$ cat src/sv/sttl_pkg.sv
// Shared constants and controller/datapath interface types of the lookup block.
`default_nettype none
package sttl_pkg;

  // Default sizes of the table and words
  localparam int TABLE_DEPTH_DEF = 256;
  localparam int INPUT_BITS_DEF  = 16;
  localparam int OUTPUT_BITS_DEF = 16;

  // Port widths fixed by the item format
  localparam int KEY_W     = 16;
  localparam int COUNT_W   = 9;
  localparam int INDEX_W   = 8;
  localparam int CFG_IDX_W = 2;

  // Configuration register indexes
  localparam logic [CFG_IDX_W-1:0] REG_INPUT_KEY   = 2'd0;
  localparam logic [CFG_IDX_W-1:0] REG_OUTPUT_KEY  = 2'd1;
  localparam logic [CFG_IDX_W-1:0] REG_ENTRY_COUNT = 2'd2;

  // Request opcodes
  localparam logic CMD_WRITE  = 1'b0;
  localparam logic CMD_LOOKUP = 1'b1;

  // Commands from the controller to the datapath
  typedef struct packed {
    logic write_entry;  // store the request's words at its index
    logic start;        // latch unscrambled query and open the search range
    logic probe_mid;    // address the table at the range midpoint
    logic step;         // narrow the range from the probed word
    logic take_match;   // record the final compare
    logic clear_res;    // record a miss
    logic push;         // load the result into the output register
  } ctl_t;

  // Status from the datapath to the controller
  typedef struct packed {
    logic dead;      // search range is empty
    logic multi;     // range holds more than one entry
    logic out_free;  // output register can take a result this cycle
  } sts_t;

endpackage
`default_nettype wire

$ cat src/sv/sttl_ctrl.sv
// Controller: sequences table writes and the probes of a binary search.
`default_nettype none
module sttl_ctrl import sttl_pkg::*; (
  input  wire logic clk,
  input  wire logic rst,
  input  wire logic in_valid,
  output logic      in_ready,
  input  wire logic cmd,
  input  wire sts_t sts,
  output ctl_t      ctl
);

  localparam logic [2:0] ST_IDLE  = 3'd0;
  localparam logic [2:0] ST_EVAL  = 3'd1;
  localparam logic [2:0] ST_STEP  = 3'd2;
  localparam logic [2:0] ST_FINAL = 3'd3;
  localparam logic [2:0] ST_DONE  = 3'd4;

  logic [2:0] state;
  logic [2:0] state_next;

  // Decode state into datapath commands
  always_comb begin
    ctl        = '0;
    in_ready   = 1'b0;
    state_next = state;
    case (state)
      ST_IDLE: begin
        in_ready = 1'b1;
        if (in_valid) begin
          if (cmd == CMD_WRITE) begin
            ctl.write_entry = 1'b1;
          end else begin
            ctl.start  = 1'b1;
            state_next = ST_EVAL;
          end
        end
      end
      ST_EVAL: begin
        if (sts.dead) begin
          ctl.clear_res = 1'b1;
          state_next    = ST_DONE;
        end else if (sts.multi) begin
          ctl.probe_mid = 1'b1;
          state_next    = ST_STEP;
        end else begin
          state_next = ST_FINAL;
        end
      end
      ST_STEP: begin
        ctl.step   = 1'b1;
        state_next = ST_EVAL;
      end
      ST_FINAL: begin
        ctl.take_match = 1'b1;
        state_next     = ST_DONE;
      end
      ST_DONE: begin
        if (sts.out_free) begin
          ctl.push   = 1'b1;
          state_next = ST_IDLE;
        end
      end
      default: begin
        state_next = ST_IDLE;
      end
    endcase
  end

  // Advance state
  always_ff @(posedge clk) begin
    if (rst) begin
      state <= ST_IDLE;
    end else begin
      state <= state_next;
    end
  end

endmodule
`default_nettype wire

$ cat config.mk
export PLATFORM = sky130hd
export DESIGN_NAME = sttl_ctrl
export DESIGN_NICKNAME = d
export VERILOG_FILES = /design/src/sv/sttl_pkg.sv /design/src/sv/sttl_ctrl.sv
export SDC_FILE = /design/constraint.sdc
export NUM_CORES = 1
export LEC_CHECK = 0
export ABC_CLOCK_PERIOD_IN_PS = 1750
export BUFFER_PORTS_ARGS = -buffer_cell sky130_fd_sc_hd__buf_2
export CORE_AREA = 4 4 41 43
export DETAILED_ROUTE_END_ITERATION = 8
export DIE_AREA = 0 0 45 47
export HOLD_SLACK_MARGIN = 0.02
export PLACE_DENSITY = 0.45
export SYNTH_ARGS = -nofsm -noshare
export SYNTH_HDL_FRONTEND = slang
export SYNTH_SLANG_ARGS = --single-unit
$ cat constraint.sdc
create_clock -name clk -period 1.75 [get_ports clk]
set_clock_uncertainty 0.1 [all_clocks]
set_input_delay 0 -clock clk [delete_from_list [all_inputs] [get_ports clk]]
set_output_delay 0 -clock clk [all_outputs]
set_load 0.02 [all_outputs]
==> summary.md <==
In this run the static leakage power is 0.167 nW. The count of buffers added on input and output ports is 14. The count of cells in the finished layout, fillers not included, comes to 62. Before antenna repair, the detailed router went through 2 iterations. Across all hold checks on the routed design, the worst slack comes to 0.176 ns.

The number of setup buffers added after CTS is 0. The clock reaches the later pin of the worst-skew pair after 0.24 ns. The run gives 154 as the fill cell instance count of the final layout. The run gives 0.805 as the relative max-transition margin.

STA classifies the critical path endpoint as a register. For the cell area after placement, the log shows 268 µm². Yosys printed 0 warnings.

The logs give 5 for the DRC marker count from the first detailed-route iteration and 5 for the number of hold buffers added after CTS. Clock-pin slew was measured on the worst setup and hold paths at 0.04 ns. Synthesis produced a netlist whose cell count is 26. The number of placed instances, taps included, is 53. The cell area that synthesis handed to floorplanning was 186 µm². The largest voltage drop on the vdd net is 214 µV, and the share of cells above drive strength 1 is 0.362. In the final layout, the registers with the most flip-flops are state (3).

Of all nets on the critical path, the largest fanout is 5. By area the synthesized netlist is led by dfxtp_1, and3_1, nor3_1. The logs give 1.83 ns for the required time of the critical path and 644 MHz for the achievable frequency.

The clock sink count is 3. The run gives 3 as the total CTS buffers. In this run, distinct cell masters in the synthesized netlist total 14. Total power for the finished layout comes to 0.254 mW.

The async set-reset flop share out of synthesis was 0; the number of antenna violations at the first check in global routing was 0. Measured along the x axis, the die boundary spans 45 µm. For the via count of the first global-routing pass, the log shows 245. For the minimum setup slack in the final design, the log shows 0.197 ns. Clock tree synthesis selected as its root buffer the cell clkbuf_4.

Fraction of synthesized cell area taken by the top area cell type: 0.322. The flow ran to the end, and the final reports show no timing, DRC or antenna violations. Counting every net in the synthesized netlist gives 33. The biggest area contributor in the post-synthesis netlist is dfxtp_1. The final routed wire length divided by cell count was 9.73 µm; the total number of nets in the final design was 55. Routability congestion estimate from global placement: 0.683.

Number of routed nets with antenna violations: 0. The register with the most flip-flops in the layout has 3 of them. The tools report the post-route core utilization as 0.264. The run gives 603 µm as the total routed wirelength.

Once the clock tree was built, the resizer swapped 0 gates to a different size. The worst hold path class is primary input to primary output. Effective utilization at floorplan: 0.143.

The register bit count reported by yosys works out to 3. Die extent in y: 47 µm. For the total routing usage reported by global routing, the log shows 0.0710. At the pin with the least slew margin, the transition time is 0.292 ns. Startpoint kind of the worst setup timing path: a primary input.

Among all flip-flop cells after synthesis, the most frequent one is dfxtp_1. After detailed routing, the number of vias per cell comes to 4.29. The setup violation total in the final timing report came out at 0.

The share of synthesized area occupied by flip-flops and latches was 0.322. Entering global routing, the biggest net connects 11 pins. The number of hold-slack violations in the final timing report is 0, and the minimum clock period is 1.55 ns.

After synthesis, the most frequently instantiated cells are and3_1, dfxtp_1, nor2_1, nor3_1. Across all layers, the routed design uses 266 vias. The tools report the area of all placed cells without fillers as 344 µm². The first global-routing pass estimated 1.01 mm of wire. The number of max-slew violations in the final report came out at 0. Setup repair after global routing left no endpoint under its margin. In this run, synthesis inferred 0 flip-flops with an integrated enable.

The maximum number of buffers from clock root to sink is 2, and the diode insertion count for antenna repair is 0. Pin placement for this block handled 15 I/O pins. Prior to clock tree synthesis, the placed netlist has a worst setup slack of 0.450 ns. Across the run, the number of max-cap violations was 0.

The number of levels in the clock H-tree was 1; the leftover overflow at the end of global routing was 0. A synthesized cell averages 7.17 µm². The area growth from synthesis to layout is 84.6%.

The power density over the cells was 739 mW/mm²; the data arrival time of the worst path was 1.63 ns. Share of the cycle needed by the critical path after routing: 0.887. The critical path in this run is classified as primary input to register. The die covers 0.00212 mm².

The floorplan has 13 rows. Summed over all failing endpoints, the final setup total negative slack is 0 ns. The top register by number of flip-flops is state. The core region is 0.00130 mm². The HPWL after detailed placement is 421 µm. TritonCTS built the clock tree. For this run, design rule violations remaining after detail routing come to 0.
-- path summary, 6_finish.rpt --
check,start,end,slack [ns],cells after the start
worst min-delay path,cmd,ctl[6],0.18,3
worst max register to register,state[1]$_SDFFE_PP0P_,state[0]$_SDFFE_PP0P_,0.22,4
worst min register to register,state[0]$_SDFFE_PP0P_,state[1]$_SDFFE_PP0P_,0.49,2
worst max-delay path,sts[2],state[0]$_SDFFE_PP0P_,0.20,6
-- per-layer routing --
metal,track usage,share of wire
met5,0,0
met4,0.0351,0.012
met3,0.0575,0.12
met2,0.0960,0.40
met1,0.0792,0.46
-- report_power, final --
part	switching, mW	total (mW)	leakage, nW	internal, mW
registers	0.00565	0.0772	0.0244	0.0715
clock network	0.0409	0.127	0.0150	0.0858
logic	0.0259	0.0505	0.128	0.0246
-- placed cells by master, fill, tap and decap left out, drive strengths merged --
cell type / netlist / layout
buf: 0 / 14
dlygate4sd3: 0 / 5
clkbuf: 2 / 4
and3: 3 / 3
nor2: 3 / 3
nor3: 3 / 3
dfxtp: 3 / 3
nor3b: 2 / 2
nand2: 2 / 2
a21oi: 2 / 2
inv: 1 / 1
nor4b: 1 / 1
nand3: 1 / 1
o41ai: 1 / 1
or4: 1 / 1
o211ai: 1 / 1
-- worst max-delay path, stage by stage --
cell	delay (ns)
dlygate4sd3_1	0.53
buf_2	0.15
nor3_1	0.21
nand3_1	0.10
o41ai_1	0.07
dlygate4sd3_1	0.58
-- final cells by class --
type                    count  area (µm²)  share of cell area
clock buffers               4        26.3              0.0764
inverters                   1        3.75              0.0109
flip-flops and latches      3        60.1               0.175
repair buffers             19         120               0.349
well taps                  15        18.8              0.0545
multi-input cells          20         115               0.335
-- cells by family (layout without fill, tap and decap cells) --
kind of cell	Yosys count	count (layout)	synth area share
compound gates	4	4	0.141
simple gates	16	16	0.476
buf+inv	3	24	0.0604
flops	3	3	0.322
Power figures use the tool's default switching activity.
